===== src/rtl/bcr_div.sv =====
// Pipelined restoring divider: one quotient bit per stage, round half away
// from zero, saturate to OW signed bits. No dependencies.
`default_nettype none
module bcr_div #(
  parameter int NW = 36,
  parameter int DW = 32,
  parameter int OW = 16
) (
  input  wire logic                 clk,
  input  wire logic                 en,
  input  wire logic signed [NW-1:0] num,
  input  wire logic        [DW-1:0] den,
  output logic signed      [OW-1:0] quo
);
  localparam int QB = OW;
  localparam int XW = (NW > QB) ? NW : QB + 1;
  localparam int HW = XW - QB;
  localparam int CW = (HW > DW) ? HW : DW;
  localparam logic [QB:0]   POS_LIM = {2'b00, {(OW-1){1'b1}}};
  localparam logic [QB:0]   NEG_LIM = {2'b01, {(OW-1){1'b0}}};
  localparam logic [OW-1:0] MAX_V   = {1'b0, {(OW-1){1'b1}}};
  localparam logic [OW-1:0] MIN_V   = {1'b1, {(OW-1){1'b0}}};

  logic signed [XW-1:0] nx;
  logic [XW-1:0] mag;
  logic [HW-1:0] hi;
  logic ovf0;

  logic [DW-1:0] rem_r [QB+1];
  logic [QB-1:0] lo_r  [QB+1];
  logic [QB-1:0] q_r   [QB+1];
  logic [DW-1:0] den_r [QB+1];
  logic          neg_r [QB+1];
  logic          ovf_r [QB+1];

  logic [DW-1:0] rem_nxt [QB+1];
  logic [QB-1:0] lo_nxt  [QB+1];
  logic [QB-1:0] q_nxt   [QB+1];

  logic          rnd;
  logic [QB:0]   qr;
  logic [QB:0]   negq;
  logic [OW-1:0] res;

  assign nx   = XW'(num);
  assign mag  = nx[XW-1] ? XW'(-nx) : XW'(nx);
  assign hi   = mag[XW-1:QB];
  assign ovf0 = CW'(hi) >= CW'(den);

  // one compare-subtract per stage
  always_comb begin
    logic [DW:0] trial;
    logic        ge;
    trial = '0;
    ge    = 1'b0;
    rem_nxt[0] = '0;
    lo_nxt[0]  = '0;
    q_nxt[0]   = '0;
    for (int k = 1; k <= QB; k++) begin
      trial      = {rem_r[k-1], lo_r[k-1][QB-1]};
      ge         = trial >= {1'b0, den_r[k-1]};
      rem_nxt[k] = ge ? DW'(trial - {1'b0, den_r[k-1]}) : trial[DW-1:0];
      lo_nxt[k]  = {lo_r[k-1][QB-2:0], 1'b0};
      q_nxt[k]   = {q_r[k-1][QB-2:0], ge};
    end
  end

  always_ff @(posedge clk) begin
    if (en) begin
      rem_r[0] <= DW'(hi);
      lo_r[0]  <= mag[QB-1:0];
      q_r[0]   <= '0;
      den_r[0] <= den;
      neg_r[0] <= nx[XW-1];
      ovf_r[0] <= ovf0;
      for (int k = 1; k <= QB; k++) begin
        rem_r[k] <= rem_nxt[k];
        lo_r[k]  <= lo_nxt[k];
        q_r[k]   <= q_nxt[k];
        den_r[k] <= den_r[k-1];
        neg_r[k] <= neg_r[k-1];
        ovf_r[k] <= ovf_r[k-1];
      end
    end
  end

  assign rnd  = rem_r[QB] >= (den_r[QB] - rem_r[QB]);
  assign qr   = {1'b0, q_r[QB]} + (QB+1)'(rnd);
  assign negq = -qr;

  always_comb begin
    if (ovf_r[QB] || (neg_r[QB] ? (qr > NEG_LIM) : (qr > POS_LIM))) begin
      res = neg_r[QB] ? MIN_V : MAX_V;
    end else begin
      res = neg_r[QB] ? negq[OW-1:0] : qr[OW-1:0];
    end
  end

  always_ff @(posedge clk) begin
    if (en) quo <= $signed(res);
  end
endmodule
`default_nettype wire


===== config.mk =====
export PLATFORM = sky130hd
export DESIGN_NAME = bcr_div
export DESIGN_NICKNAME = d
export VERILOG_FILES = /design/src/rtl/bcr_div.sv
export SDC_FILE = /design/constraint.sdc
export NUM_CORES = 2
export LEC_CHECK = 0
export BUFFER_PORTS_ARGS = -buffer_cell sky130_fd_sc_hd__buf_4
export CAP_MARGIN = 30
export CELL_PAD_IN_SITES_DETAIL_PLACEMENT = 0
export CELL_PAD_IN_SITES_GLOBAL_PLACEMENT = 1
export CORE_ASPECT_RATIO = 1.1
export CORE_MARGIN = 2
export CORE_UTILIZATION = 40
export CTS_BUF_LIST = sky130_fd_sc_hd__clkbuf_2
export CTS_CLUSTER_DIAMETER = 40
export DETAILED_ROUTE_END_ITERATION = 8
export PLACE_DENSITY = 0.63
export SETUP_SLACK_MARGIN = 0.05
export SLEW_MARGIN = 40
export SYNTH_ARGS = -nofsm -noshare
export SYNTH_HDL_FRONTEND = slang
export SYNTH_SLANG_ARGS = --single-unit

===== constraint.sdc =====
create_clock -name clk -period 8.4 [get_ports clk]
set_input_delay 1.26 -clock clk [delete_from_list [all_inputs] [get_ports clk]]
set_output_delay 1.26 -clock clk [all_outputs]
set_load 0.03 [all_outputs]

==> run metrics <==
outcome completed; Rel. slew slack 0.130; Reg2Reg Depth 36; Final Power 30.6 mW; Initial Util 0.402; mux share of post-synthesis cell area 0.0432; clock slew at reported path FFs around 0.10 ns; worst r2r src den_r[16][0]; crit end category register; # port buffers 85; total number of vias around 55,000; crit start category register; Hold Fails Final Rpt 0; leading area contributor after synthesis edfxtp_1; global-route wire length before repair between 300 and 400 mm; Worst Setup SP den_r[16][0]; Post-synth EDFFs 1,398; top cell type's share of synthesized area 0.525; fraction of registers with async set or reset after synthesis 0; setup TNS 0 ns; Top Ports 86; Synth Net Count about 7,700; Syn Inst Count 6,981; Seq cells post-synth 1,398; final core occ 0.446; crit path DAT 9.44 ns; worst hold path class register to register; Layout Area Growth over Synthesis 11.2%; Std-Cell Rows roughly 170; Final #Nets about 8,200; share of layout cells above drive strength 1 0.133; CP most frequent cell a21o_1; global route overflow 0; largest family of logic cells by synthesized area compound AO/OA/AOI/OAI gates; met3 Use GR 0.0334; PD cells 344 nW/um2; die area 203,000 um2; Total Routed Length 214 mm; CTS max path bufs 4; pin count of the biggest net entering global routing 154; RSZ-0062 raised after global routing false; Req. time, crit path 10.02 ns; met1 Use GR 0.177; routability cong. 0.939; Num CTS Buffers 388; Mean Syn Cell Area 11.4 um2; # Max-Cap Violations 0; post-place setup slack 0.308 ns; Root Driver clkbuf_2; post-synthesis xor/xnor area fraction 0.0505; complex-gate fraction of the synthesized area 0.147; DRT Pass-1 Iters 6; Worst R2R End quo[9]; TritonCTS clock tree yes; Post-Synth Adder-Cell Area 0.0965; CP max stage delay 0.39 ns; GR peak layer met2; Final Setup Violations 0; Sink Count 1,398; FMAX 128 MHz; Setup WS post-layout 0.579 ns; GR met2 Demand/Resource 0.431; ANT nets after route 0; Vias/cell 5.29; Residual DRC 0; Synth cell types 106; initial antenna violation count 5; Ys Warns 0; Die H 473 um; Clock Skews 0.162 ns; H-tree depth 5; Seq/Total Area, Yosys 0.525; vias in the first global route 57,444; Final Critical Period 7.82 ns; Max FO, Critical Path 14; Die Width 430 um; Crit Path Class register to register; Final Max Tran Viols 0; most frequent cells in the layout 1,398 x edfxtp_1, 699 x inv_1, 589 x ha_1; GRT Overall Usage 0.209; Tcrit/Tclk final 0.931; dpl hpwl approximately 170 mm; Clock Latency Late Sink 1.87 ns; Post-Syn Area 79,900 um2; top_reg_cell synth edfxtp_1; fillers 18,721; critical path's slowest cell edfxtp_1; commonest non-fill, non-tap cell in the layout edfxtp_1; CP endpoint quo[9]; Synth area leaders edfxtp_1 53%, ha_1 9.2%, inv_1 3.3%, xnor2_1 3.1%, a21oi_1 3.0%; Simple-Gate Fraction of Synth Area 0.0956; peak supply drop 192 uV; R2R Setup Slk 0.58 ns; drt wl/cell 20.6 um; leak pwr 36.8 nW; Worst-Margin Slew 1.30 ns; Iteration-0 DRC Markers around 2,600; core area 199,000 um2
## where the power goes
part / total (mW) / switching (mW) / internal [mW]
Sequential: 10.8 / 0.926 / 9.91
Combinational: 15.0 / 8.64 / 6.38
Clock: 4.70 / 2.85 / 1.86
## cell usage after synthesis (all sizes together), types with 20 or more instances
cell type	n
a2111oi	20
a211oi	63
a21boi	35
a21o	264
a21oi	488
a31oi	80
and2	37
and3	80
and4	25
buf	53
clkbuf	104
edfxtp	1398
ha	589
inv	700
mux2	273
mux2i	29
nand2	422
nand2b	70
nand3	164
nand4	69
nor2	335
nor2b	77
nor3	108
nor3b	21
nor4	33
o2111ai	20
o211ai	23
o21a	97
o21ai	396
o21bai	61
o31a	24
o31ai	71
o41ai	20
or2	33
or3	23
xnor2	287
xor2	174
## worst min-delay path by stage
stage / cells past startpoint / slack (ns) / start / end
finish: 0 / 0.33 / lo_r[0][110] / lo_r[0][127]
global route: 3 / 0.19 / num[23] / rem_r[0][7]
CTS: 3 / 0.01 / num[23] / rem_r[0][7]
detailed placement: 0 / 0.40 / lo_r[0][90] / lo_r[0][107]
global placement: 0 / 0.40 / q_r[1][5] / q_r[1][22]
floorplan: 0 / 0.40 / lo_r[0][85] / lo_r[0][102]
## area by class of cell
cell class	instances	area, um2	area share
antenna	5	12.5	0.000141
clock buffer	544	2720	0.0306
clock inverter	106	546	0.00614
inverter	700	2630	0.0296
multi-input combinational	4726	34800	0.392
sequential	1398	42000	0.472
tap	2610	3270	0.0367
timing repair buffer	306	2890	0.0325
## through the flow
step	instances	area, um2	hold slack, ns
2_1_floorplan	6981	79900	0.400
3_3_place_gp	9579	83800	0.402
3_5_place_dp	9580	83900	0.405
4_1_cts	10383	88700	0.0133
5_1_grt	10393	88900	0.189
6_report	10395	88900	0.329
## state kept, by name (all words and copies together), names as in the netlist
name	cells
den_r	544
rem_r	532
lo_r	136
q_r	136
neg_r	17
ovf_r	17
quo	16
## timing repair
| item | CTS | global route |
|---|---|---|
| hold buffers | 153 | 0 |
| endpoints found under the hold margin | 195 | 0 |
| resized for setup | 0 | 8 |
| endpoints found under the setup margin | 0 | 16 |
| buffers inserted | 0 | 2 |
## worst max-delay path: cells and delay by family (launching register included)
| kind | cells | cell delay (ns) |
|---|---|---|
| buffers and inverters | 4 | 0.56 |
| AOI/OAI and AO/OA | 17 | 3.50 |
| and+or+nand+nor | 8 | 1.44 |
| adders and majority gates | 5 | 1.32 |
| xor gates and xnor gates | 2 | 0.41 |
| DFF | 1 | 0.39 |
## layer usage
layer  vias to the layer above  wire (um)  part of all wire
met4                         0      15600             0.073
met2                      1098     124000              0.58
li1                      27179          -                 -
met5                         -          0                 0
met3                       580       6560             0.031
met1                     26172      68600              0.32
## kinds of logic after synthesis
family                     Yosys count
AOI/OAI and AO/OA                 1813
xor gates and xnor gates           461
adders and majority gates          606
buffers and inverters              857
DFF                               1398
muxes                              302
and+or+nand+nor                   1544
Power figures use the tool's default switching activity.
